## config.mk

```make
export PLATFORM = sky130hd
export DESIGN_NAME = interpolated_refractive_index_lookup
export DESIGN_NICKNAME = d
export VERILOG_FILES = /design/src/iril_pkg.sv /design/src/interpolated_refractive_index_lookup.sv
export VERILOG_INCLUDE_DIRS = /design/src /design/src/src
export SDC_FILE = /design/constraint.sdc
export NUM_CORES = 2
export LEC_CHECK = 0
export BUFFER_PORTS_ARGS = -buffer_cell sky130_fd_sc_hd__buf_2
export CORE_MARGIN = 3
export CORE_UTILIZATION = 60
export CTS_CLUSTER_DIAMETER = 50
export DETAILED_ROUTE_END_ITERATION = 7
export MAX_ROUTING_LAYER = met4
export PLACE_DENSITY = 0.76
export SETUP_SLACK_MARGIN = 0.15
export SLEW_MARGIN = 15
export SYNTH_ARGS = -nofsm -noshare
export SYNTH_HDL_FRONTEND = slang
export SYNTH_SLANG_ARGS = --single-unit
```

## constraint.sdc

```tcl
create_clock -name clk -period 20.2 [get_ports clk]
set_input_delay 3.03 -clock clk [delete_from_list [all_inputs] [get_ports clk]]
set_output_delay 3.03 -clock clk [all_outputs]
set_load 0.005 [all_outputs]
```

## src/assert_macros.svh

```systemverilog
// Assertion macros used by the RTL of the refractive index lookup.
// No dependencies; the bodies drop out when SYNTHESIS is defined.
`ifndef ASSERT_MACROS_SVH
`define ASSERT_MACROS_SVH

`ifndef SYNTHESIS

// Checks an implication or expression on every rising edge outside reset.
`define ASSERT_CLK(lbl, clk, rst_n, prop, msg) \
	lbl: assert property (@(posedge clk) disable iff (!rst_n) (prop)) else $error(msg);

// Checks that a condition never holds outside reset.
`define ASSERT_NEVER(lbl, clk, rst_n, cond, msg) \
	lbl: assert property (@(posedge clk) disable iff (!rst_n) !(cond)) else $error(msg);

`else

`define ASSERT_CLK(lbl, clk, rst_n, prop, msg)
`define ASSERT_NEVER(lbl, clk, rst_n, cond, msg)

`endif

`endif

```

## src/iril_pkg.sv

```systemverilog
// Constants, types, wavelength/index ROM and the divider step function
// for the refractive index lookup. No dependencies.
package iril_pkg;

	localparam int ROM_SIZE          = 36;
	localparam int TABLE_ENTRIES_DEF = 36;
	localparam int WL_W              = 16;
	localparam int VAL_W             = 13;
	// Widest segment of the ROM is 4134, so its span fits in 13 bits.
	localparam int DEN_W             = 13;
	// Rounded numerator is below 2^25; one spare bit keeps the top of the
	// divider accumulator equal to the divisor width.
	localparam int NUM_W             = DEN_W + VAL_W;
	localparam int MAX_STEPS         = 4;

	typedef logic [WL_W-1:0]  wl_t;
	typedef logic [VAL_W-1:0] val_t;
	typedef logic [DEN_W-1:0] den_t;
	typedef logic [NUM_W-1:0] num_t;

	localparam wl_t ROM_WL [ROM_SIZE] = '{
		16'd1240,  16'd1350,  16'd1378,  16'd1459,  16'd1550,  16'd1653,
		16'd1771,  16'd1907,  16'd2066,  16'd2254,  16'd2480,  16'd2755,
		16'd3100,  16'd3306,  16'd3542,  16'd3815,  16'd4133,  16'd4275,
		16'd4428,  16'd4592,  16'd4769,  16'd4959,  16'd5166,  16'd5391,
		16'd5636,  16'd5904,  16'd6199,  16'd6526,  16'd6888,  16'd7293,
		16'd7749,  16'd8266,  16'd12400, 16'd13780, 16'd15500, 16'd17710
	};

	localparam val_t ROM_RE [ROM_SIZE] = '{
		13'd930,  13'd925,  13'd920,  13'd920,  13'd920,  13'd960,
		13'd1000, 13'd1100, 13'd1300, 13'd1380, 13'd1394, 13'd1953,
		13'd3905, 13'd3947, 13'd4020, 13'd4144, 13'd4082, 13'd4037,
		13'd4035, 13'd4082, 13'd4180, 13'd4340, 13'd4610, 13'd5062,
		13'd5283, 13'd5748, 13'd5588, 13'd5380, 13'd5067, 13'd4897,
		13'd4763, 13'd4653, 13'd4325, 13'd4285, 13'd4275, 13'd4180
	};

	localparam val_t ROM_IM [ROM_SIZE] = '{
		13'd860,  13'd1000, 13'd1140, 13'd1200, 13'd1400, 13'd1600,
		13'd1800, 13'd2050, 13'd2340, 13'd2842, 13'd3197, 13'd4297,
		13'd3336, 13'd2922, 13'd2667, 13'd2405, 13'd2145, 13'd2140,
		13'd2181, 13'd2240, 13'd2309, 13'd2384, 13'd2455, 13'd2318,
		13'd2049, 13'd1634, 13'd933,  13'd638,  13'd500,  13'd401,
		13'd345,  13'd298,  13'd81,   13'd75,   13'd57,   13'd28
	};

	// Restoring division steps on an accumulator {remainder, dividend bits}.
	// Each step shifts one dividend bit into the remainder and one quotient
	// bit into the bottom; after VAL_W steps the low half is the quotient.
	function automatic num_t div_steps(input num_t acc, input den_t den,
			input int unsigned steps);
		logic [DEN_W:0]       t;
		logic [DEN_W-1:0]     rem;
		logic [VAL_W-1:0]     low;
		logic                 qbit;
		rem = acc[NUM_W-1:VAL_W];
		low = acc[VAL_W-1:0];
		for (int i = 0; i < MAX_STEPS; i++) begin
			if (i < steps) begin
				t    = {rem, low[VAL_W-1]};
				qbit = (t >= {1'b0, den});
				if (qbit) begin
					t = t - {1'b0, den};
				end
				rem = t[DEN_W-1:0];
				low = {low[VAL_W-2:0], qbit};
			end
		end
		return {rem, low};
	endfunction

endpackage

```

## src/interpolated_refractive_index_lookup.sv

```systemverilog
// Top level of the refractive index lookup: segment search, blend and a
// pipelined rounding divider. Depends on iril_pkg and assert_macros.svh.
//
// Takes one wavelength beat per clock and returns one beat with the real
// index and the extinction coefficient, linearly interpolated in a 36-point
// ROM and rounded to the nearest 0.001; queries outside the ROM clamp to the
// end entries. The stages are a parallel compare against every
// ROM point, the segment select and distance subtract, the two products per
// part, the rounding sum, and four stages of the restoring divider that
// retire four, three, three and three quotient bits. The pipeline moves as a
// whole and only holds while the output beat waits, so throughput is one
// beat per cycle whenever m_axis_tready stays high.
`include "assert_macros.svh"

module interpolated_refractive_index_lookup #(
	parameter int TABLE_ENTRIES = iril_pkg::TABLE_ENTRIES_DEF
) (
	input  logic        clk,
	input  logic        arst_n,
	input  logic        s_axis_tvalid,
	output logic        s_axis_tready,
	input  logic [15:0] s_axis_tdata,   // [15:0] wavelength
	output logic        m_axis_tvalid,
	input  logic        m_axis_tready,
	output logic [31:0] m_axis_tdata    // [12:0] index_real, [25:13] index_imag, rest zero
);
	import iril_pkg::*;

	localparam int USED  = (TABLE_ENTRIES > ROM_SIZE) ? ROM_SIZE : TABLE_ENTRIES;
	localparam int LAST  = USED - 1;
	localparam int PAD_W = 32 - 2 * VAL_W;

	logic en;

	logic v_s1, v_s2, v_s3, v_s4, v_s5, v_s6, v_s7, v_s8;

	wl_t              wl_s1;
	logic [USED-1:0]  ge_s1;

	val_t a_re_s2, b_re_s2, a_im_s2, b_im_s2;
	den_t d1_s2, d2_s2;

	num_t pa_re_s3, pb_re_s3, pa_im_s3, pb_im_s3;
	den_t den_s3;

	num_t num_re_s4, num_im_s4;
	den_t den_s4;

	num_t acc_re_s5, acc_im_s5, acc_re_s6, acc_im_s6;
	num_t acc_re_s7, acc_im_s7, acc_re_s8, acc_im_s8;
	den_t den_s5, den_s6, den_s7;

	// Whole pipeline advances unless the output beat is stalled.
	assign en            = !v_s8 || m_axis_tready;
	assign s_axis_tready = en;
	assign m_axis_tvalid = v_s8;
	assign m_axis_tdata  = {{PAD_W{1'b0}}, acc_im_s8[VAL_W-1:0], acc_re_s8[VAL_W-1:0]};

	always_ff @(posedge clk or negedge arst_n) begin
		if (!arst_n) begin
			v_s1 <= 1'b0;
			v_s2 <= 1'b0;
			v_s3 <= 1'b0;
			v_s4 <= 1'b0;
			v_s5 <= 1'b0;
			v_s6 <= 1'b0;
			v_s7 <= 1'b0;
			v_s8 <= 1'b0;
		end else if (en) begin
			v_s1 <= s_axis_tvalid;
			v_s2 <= v_s1;
			v_s3 <= v_s2;
			v_s4 <= v_s3;
			v_s5 <= v_s4;
			v_s6 <= v_s5;
			v_s7 <= v_s6;
			v_s8 <= v_s7;
		end
	end

	// Stage 1: compare the query against every ROM point.
	always_ff @(posedge clk) begin
		if (en) begin
			wl_s1 <= s_axis_tdata[WL_W-1:0];
			for (int k = 0; k < USED; k++) begin
				ge_s1[k] <= (s_axis_tdata[WL_W-1:0] >= ROM_WL[k]);
			end
		end
	end

	// Stage 2: pick the segment whose lower point is the last one passed.
	// A query on the last point or outside the ROM takes a clamp entry with
	// zero distance to the first value and unit span, which returns it exactly.
	logic [LAST-1:0] seg_sel;
	wl_t             w_lo, w_hi, d1_full, d2_full;
	val_t            re_lo, re_hi, im_lo, im_hi;
	val_t            re_c, im_c;
	den_t            d1_c, d2_c;
	val_t            re_lo_c, re_hi_c, im_lo_c, im_hi_c;

	always_comb begin
		w_lo  = '0;
		w_hi  = '0;
		re_lo = '0;
		re_hi = '0;
		im_lo = '0;
		im_hi = '0;
		for (int k = 0; k < LAST; k++) begin
			seg_sel[k] = ge_s1[k] & ~ge_s1[k+1];
			w_lo  = w_lo  | ({WL_W{seg_sel[k]}}  & ROM_WL[k]);
			w_hi  = w_hi  | ({WL_W{seg_sel[k]}}  & ROM_WL[k+1]);
			re_lo = re_lo | ({VAL_W{seg_sel[k]}} & ROM_RE[k]);
			re_hi = re_hi | ({VAL_W{seg_sel[k]}} & ROM_RE[k+1]);
			im_lo = im_lo | ({VAL_W{seg_sel[k]}} & ROM_IM[k]);
			im_hi = im_hi | ({VAL_W{seg_sel[k]}} & ROM_IM[k+1]);
		end
		d1_full = wl_s1 - w_lo;
		d2_full = w_hi - wl_s1;
		re_c = ge_s1[0] ? ROM_RE[LAST] : ROM_RE[0];
		im_c = ge_s1[0] ? ROM_IM[LAST] : ROM_IM[0];
		if (seg_sel != '0) begin
			d1_c    = d1_full[DEN_W-1:0];
			d2_c    = d2_full[DEN_W-1:0];
			re_lo_c = re_lo;
			re_hi_c = re_hi;
			im_lo_c = im_lo;
			im_hi_c = im_hi;
		end else begin
			d1_c    = '0;
			d2_c    = DEN_W'(1);
			re_lo_c = re_c;
			re_hi_c = re_c;
			im_lo_c = im_c;
			im_hi_c = im_c;
		end
	end

	always_ff @(posedge clk) begin
		if (en) begin
			a_re_s2 <= re_lo_c;
			b_re_s2 <= re_hi_c;
			a_im_s2 <= im_lo_c;
			b_im_s2 <= im_hi_c;
			d1_s2   <= d1_c;
			d2_s2   <= d2_c;
		end
	end

	// Stage 3: distance-weighted products; the span is d1 + d2.
	logic [DEN_W:0] den_sum;
	assign den_sum = {1'b0, d1_s2} + {1'b0, d2_s2};

	always_ff @(posedge clk) begin
		if (en) begin
			pa_re_s3 <= NUM_W'(a_re_s2) * NUM_W'(d2_s2);
			pb_re_s3 <= NUM_W'(b_re_s2) * NUM_W'(d1_s2);
			pa_im_s3 <= NUM_W'(a_im_s2) * NUM_W'(d2_s2);
			pb_im_s3 <= NUM_W'(b_im_s2) * NUM_W'(d1_s2);
			den_s3   <= den_sum[DEN_W-1:0];
		end
	end

	// Stage 4: sum the products and add half the span for round to nearest.
	logic [NUM_W:0] sum_re, sum_im;
	assign sum_re = {1'b0, pa_re_s3} + {1'b0, pb_re_s3} + (NUM_W+1)'(den_s3 >> 1);
	assign sum_im = {1'b0, pa_im_s3} + {1'b0, pb_im_s3} + (NUM_W+1)'(den_s3 >> 1);

	always_ff @(posedge clk) begin
		if (en) begin
			num_re_s4 <= sum_re[NUM_W-1:0];
			num_im_s4 <= sum_im[NUM_W-1:0];
			den_s4    <= den_s3;
		end
	end

	// Stages 5 to 8: restoring divider, 4 + 3 + 3 + 3 quotient bits.
	always_ff @(posedge clk) begin
		if (en) begin
			acc_re_s5 <= div_steps(num_re_s4, den_s4, 4);
			acc_im_s5 <= div_steps(num_im_s4, den_s4, 4);
			den_s5    <= den_s4;
			acc_re_s6 <= div_steps(acc_re_s5, den_s5, 3);
			acc_im_s6 <= div_steps(acc_im_s5, den_s5, 3);
			den_s6    <= den_s5;
			acc_re_s7 <= div_steps(acc_re_s6, den_s6, 3);
			acc_im_s7 <= div_steps(acc_im_s6, den_s6, 3);
			den_s7    <= den_s6;
			acc_re_s8 <= div_steps(acc_re_s7, den_s7, 3);
			acc_im_s8 <= div_steps(acc_im_s7, den_s7, 3);
		end
	end

	// At most one segment may claim a query.
	`ASSERT_CLK(a_seg_onehot, clk, arst_n, v_s1 |-> $onehot0(seg_sel), "two segments selected")
	// The divisor of a live beat is never zero.
	`ASSERT_NEVER(a_den_zero, clk, arst_n, v_s4 && (den_s4 == '0), "zero interpolation span")
	// The quotient must fit: the top of the numerator stays below the divisor.
	`ASSERT_CLK(a_div_range, clk, arst_n, v_s4 |-> ((num_re_s4[NUM_W-1:VAL_W] < den_s4) && (num_im_s4[NUM_W-1:VAL_W] < den_s4)), "quotient overflow")

endmodule
```

[Yosys cells after proc, flatten, opt, wreduce, memory -nomap -nowiden]
Cells that the tools add are included.
Word-level totals
  input bits: 20
  ROM bits: 0
  bits in latches: 0
  output and inout bits: 34
  bits in registers: 538
  memories: 0
  word-level logic and storage cells: 475
  RAM bits: 0
Cells by class
  reduce and logical (&&, ||, !) cells: 3
  muxes and demuxes: 66
  div/mod/pow operators: 0
  order comparisons: 62
  eq/ne operators: 0
  multiply operators: 4
  shift operators: 0
  add/subtract/negate cells: 31
  bitwise logic cells: 274
Operators by type and width (number)
  2-to-1 mux 13 bit: 65
  OR 13 bit: 65
  OR 13 x 12 -> 13 bit: 34
  >= comparator 14 x 13 -> 1 bit: 26
  subtractor 13 bit: 26
  OR 11 bit: 29
  OR 12 bit: 24
  >= comparator 16 x 13 -> 1 bit (second input constant): 15
  >= comparator 16 x 11 -> 1 bit (second input constant): 8
  >= comparator 16 x 12 -> 1 bit (second input constant): 8
  OR 10 bit: 12
  multiplier 13 x 13 -> 26 bit: 4
  OR 13 x 9 -> 13 bit: 8
  OR 12 x 13 -> 13 bit: 6
  OR 13 x 7 -> 13 bit: 6
  OR 11 x 12 -> 12 bit: 6
  >= comparator 16 x 14 -> 1 bit (second input constant): 4
  adder 26 x 12 -> 26 bit: 2
  adder 26 bit: 2
  OR 13 x 10 -> 13 bit: 4
  OR 10 x 11 -> 11 bit: 4
  OR 13 x 11 -> 13 bit: 3
  AND 1 bit: 35
  inverter 1 bit: 35
  other kinds (8): 9

[Longest topological paths before layout]
  depth after elaboration: 37
  mapped depth: 45
  depth with buffers taken out: 42

[Worst setup path after synthesis]
No wires, ideal clock.
  path type: input port to output port
  start: input m_axis_tready
  end: output s_axis_tready
  stages on the path: 3
  buffers on the path: 1
  arrival: 13470 ps
  required time: 17170 ps
  slack: 3700 ps
  cells stage by stage: nor2b_1 > clkbuf_1 > inv_1
Between the ends
  cells in the longest elaborated chain, start to end: 1
Ends and longest elaborated chain
  start, declared: line interpolated_refractive_index_lookup.sv:24  | input logic m_axis_tready,
  logical OR 1 bit: line interpolated_refractive_index_lookup.sv:54  | assign en = !v_s8 || m_axis_tready;
  end, declared: line interpolated_refractive_index_lookup.sv:21  | output logic s_axis_tready,
Every way passes these cells.

[Worst setup path in the final report]
  start: register den_s4[1]
  end: register acc_re_s5[24], data pin
Between the ends
  cells in the longest elaborated chain, start to end: 11
  elaborated cells between the ends (all ways): 15
  classes of those cells: add/sub (4); order compare (4); mux (7)
Ends and longest elaborated chain
  start, declared: line interpolated_refractive_index_lookup.sv:47  | den_t den_s4;
  start signal, assigned: line interpolated_refractive_index_lookup.sv:172  | den_s4 <= den_s3;
  subtractor 13 bit / >= comparator 14 x 13 -> 1 bit (equally long branches): line iril_pkg.sv:64, iril_pkg.sv:62
  2-to-1 mux 13 bit: line iril_pkg.sv:63  | if (qbit) begin
  2-to-1 mux 13 bit: line interpolated_refractive_index_lookup.sv:178  | if (en) begin
  subtractor 13 bit / >= comparator 14 x 13 -> 1 bit (equally long branches): line iril_pkg.sv:64, iril_pkg.sv:62
  2-to-1 mux 13 bit: line iril_pkg.sv:63
  2-to-1 mux 13 bit: line interpolated_refractive_index_lookup.sv:178
  subtractor 13 bit / >= comparator 14 x 13 -> 1 bit (equally long branches): line iril_pkg.sv:64, iril_pkg.sv:62
  2-to-1 mux 13 bit: line iril_pkg.sv:63
  2-to-1 mux 13 bit: line interpolated_refractive_index_lookup.sv:178
  subtractor 13 bit / >= comparator 14 x 13 -> 1 bit (equally long branches): line iril_pkg.sv:64, iril_pkg.sv:62
  2-to-1 mux 13 bit *: line iril_pkg.sv:63
  end signal, assigned: line interpolated_refractive_index_lookup.sv:179  | acc_re_s5 <= div_steps(num_re_s4, den_s4, 4);
  end, declared: line interpolated_refractive_index_lookup.sv:49  | num_t acc_re_s5, acc_im_s5, acc_re_s6, acc_im_s6;
Every way passes the cells marked *; elsewhere a longest branch is shown, timed or not. The select of a mux whose other input is x is not followed.
A chain may end at the register's enable or synchronous reset.

==> results by group <==
Status
  – Status: finished clean

Critical path
  – Delay-heaviest family, CP: compound AO/OA/AOI/OAI gates
  – RR Endpoint: acc_re_s5[24]
  – Reg2Reg Launch Point: den_s4[1]
  – Kind of critical path: reg2reg
  – Reg2reg path depth: 36
  – Reg2Reg Setup Slack: 8380 ps
  – Critical Path Most Common Cell: o21ai_0
  – WP data required: 20,600 ps
  – Worst path max stage delay: 730 ps
  – WP data arrival: 12,220 ps
  – Setup crit start kind: flip-flop
  – CP max stage cell: edfxtp_1
  – CP Capture Type: flip-flop
  – Buffers & Inverters on Critical Path: 2
  – Worst Path Max Fanout: 19
  – Worst Setup SP: den_s4[1]

Global route
  – First-pass GRT wire length: 279,500 um
  – Grt met2 use: 56.29%
  – Pin count of the biggest net entering global routing: 113
  – Initial antenna violation count: 5
  – GRT overflow: 0
  – GR peak layer: met2
  – GR Layer Usage met1: 42.77%
  – Met3 Usage GRT: 4.513%
  – Gr usage total: 34.36%
  – Vias in the first global route: 49,448

Placement
  – Placed cells: 7,877
  – Pre-CTS setup slack: 8440 ps
  – GPL Wtd Cong: 1.077
  – DP HPWL: 140,100 um
  – Port-buffer cells: 47

Routing
  – Via count: 48,838
  – Drt total wl: 178,700 um
  – DRC: 0
  – Pre-antenna DRT Iters: 6
  – Vias per inst: 6.086
  – DR WL/cell: 22.26 um
  – Routed Antenna Nets: 0
  – 1st-iter DRT viols: 3,896

Cells and area
  – # fillers: 8,319
  – P&R area growth vs syn: 7.319%
  – Final-stage net count: 7,878
  – Share of layout cells above drive strength 1: 7.048%
  – Most frequent cells in the layout: 792 x inv_1, 732 x ha_1, 717 x nand2_1
  – Commonest non-fill, non-tap cell in the layout: inv_1
  – Finished Layout Cells: 8,025

Timing
  – Final Setup Violations: 0
  – Max Slew Vio Count: 0
  – Final period utilization: 58.50%
  – Worst Hold Margin: 402.5 ps
  – Slew @ Worst Pin: 1014 ps
  – Setup_tns: 0 ps
  – Clk_skew: 29.44 ps
  – Worst slew margin: 31.74%
  – Final setup margin: 8383 ps
  – Unrepaired setup endpoints after global routing: no
  – Final hold violations: 0
  – Highest clock rate: 0.08462 GHz
  – Fin crit period: 11,820 ps

Hold path
  – WHS Endpoint: acc_im_s5[11]
  – Min-Delay Path Class: reg2reg
  – Hold path depth: 0
  – Hold_sp: num_im_s4[7]

Floorplan
  – Total core area: 0.1028 mm^2
  – Rows: 117
  – Die Height: 329.2 um
  – I/O pin count: 54
  – Die extent in x: 329.2 um
  – Initial Util: 60.97%
  – Die area: 0.1083 mm^2

Synthesis
  – Number of flops mapped to enable cells by yosys: 530
  – Most frequently used flop master after synthesis: edfxtp_1
  – Yosys reg bits: 538
  – Top-area cell type share of the netlist area: 25.40%
  – Yosys warns: 0
  – Avg Inst Size Synth: 9.525 um^2
  – Share of flip-flops with an asynchronous set or reset: 1.487%
  – Synth area leaders: edfxtp_1 25%, fa_1 17%, ha_1 15%
  – Synth unique cells: 94
  – Post-synthesis sequential area ratio: 25.72%
  – Syn Std Cell Area: 0.06266 mm^2
  – Largest area contributor in the netlist: edfxtp_1
  – Cells after synthesis: 6,578

Clocking
  – Post_cts resized: 0
  – Clock Path Buffers: 3
  – Worst-skew pair later-pin latency: 670 ps
  – Post-CTS setup buffer count: 0
  – Post-CTS Hold Buffers: 0
  – Clock sink count: 538
  – TritonCTS clock tree: done
  – Reg clk slew, reported paths: 60 ps
  – CTS buffer count: 78
  – Maximum level of the CTS H-tree: 3
  – Clk root buf: clkbuf_16

Run
  – Number of max-cap violations: 0
## worst register-to-register path: cells and delay by family, from the launching register on
kind	cells	cell delay, ps
AND/OR/NAND/NOR	8	2390
AO/OA/AOI/OAI	21	5650
multiplexers	1	390
buffers and inverters	2	770
flip-flops	1	730
adder cells (fa/ha/maj)	4	1580
## worst max-delay path by stage
stage          slack [ps]             to  cells after the start
2_1_floorplan        3700  s_axis_tready                      3
3_3_place_gp         8630  acc_re_s5[18]                     36
6_report             8380  acc_re_s5[24]                     36
3_5_place_dp         8440  acc_re_s5[23]                     36
5_1_grt              7430  acc_re_s5[23]                     36
4_1_cts              8370  acc_re_s5[23]                     36
## metal layers
metal  routed length [um]  up-vias
met5                    0        -
li1                     -    22709
met2                85960     1709
met1                72760    23973
met3                10740      447
met4                 9211        0
## area by class of cell
class                      instances  area [um^2]  share of cell area, %
sequential                       538        16120                  23.97
clock buffer                      90         2058                  3.061
clock inverter                    55        752.0                  1.118
multi-input combinational       5053        42800                  63.65
tap                             1368         1712                  2.545
timing repair buffer             122        798.3                  1.187
antenna                            3        7.507                0.01116
inverter                         796         2998                  4.458
## metrics by stage
stage | utilization [%] | cell area, um^2
finish | 65.43 | 67240
floorplan | - | 62680
detailed placement | 62.68 | 64420
CTS | 65.42 | 67230
global route | 65.43 | 67240
global placement | 62.68 | 64420
## flip-flops by register name (all words and copies together) (netlist names), 26 cells and up
name       count
acc_re_s7     26
acc_im_s7     26
num_im_s4     26
acc_re_s6     26
acc_re_s5     26
pa_im_s3      26
num_re_s4     26
acc_im_s6     26
pb_im_s3      26
ge_s1         36
pb_re_s3      26
acc_im_s5     26
pa_re_s3      26
## cell usage after synthesis (17+ instances only)
| cell | n |
|---|---|
| o21a_1 | 54 |
| and3_1 | 26 |
| nand2_1 | 717 |
| mux2_2 | 143 |
| o211ai_1 | 25 |
| nand2b_1 | 100 |
| nor3_1 | 158 |
| clkbuf_1 | 173 |
| nand4_1 | 102 |
| a21boi_0 | 31 |
| nor2b_1 | 109 |
| xor2_1 | 112 |
| fa_1 | 537 |
| nand3_1 | 96 |
| edfxtp_1 | 530 |
| nor2_1 | 363 |
| or2_2 | 17 |
| mux2i_1 | 41 |
| a31oi_1 | 27 |
| o41ai_1 | 24 |
| or3_1 | 32 |
| xnor2_1 | 261 |
| o21ai_0 | 254 |
| a21oi_1 | 320 |
| a211oi_1 | 26 |
| o31ai_1 | 30 |
| ha_1 | 732 |
| inv_1 | 793 |
| a21o_1 | 134 |
| o21bai_1 | 41 |
| a31o_2 | 19 |
| and2_1 | 284 |
| nor4_1 | 42 |
## cells by family (layout without fill, tap and decap cells)
| family | count (synthesis) | after routing | share of synthesized area (%) |
|---|---|---|---|
| adders and majority gates | 1269 | 1269 | 31.78 |
| DFF | 538 | 538 | 25.72 |
| and+or+nand+nor | 2085 | 2085 | 16.15 |
| AOI/OAI and AO/OA | 1127 | 1127 | 11.67 |
| buffers and inverters | 992 | 1063 | 6.041 |
| muxes | 193 | 193 | 3.429 |
| other | 1 | 9 | 0.005985 |
| xor gates and xnor gates | 373 | 373 | 5.214 |
Power is left out: the tool's default activity adds up to more than one toggle a clock period on the data nets, which glitch-free logic cannot reach.
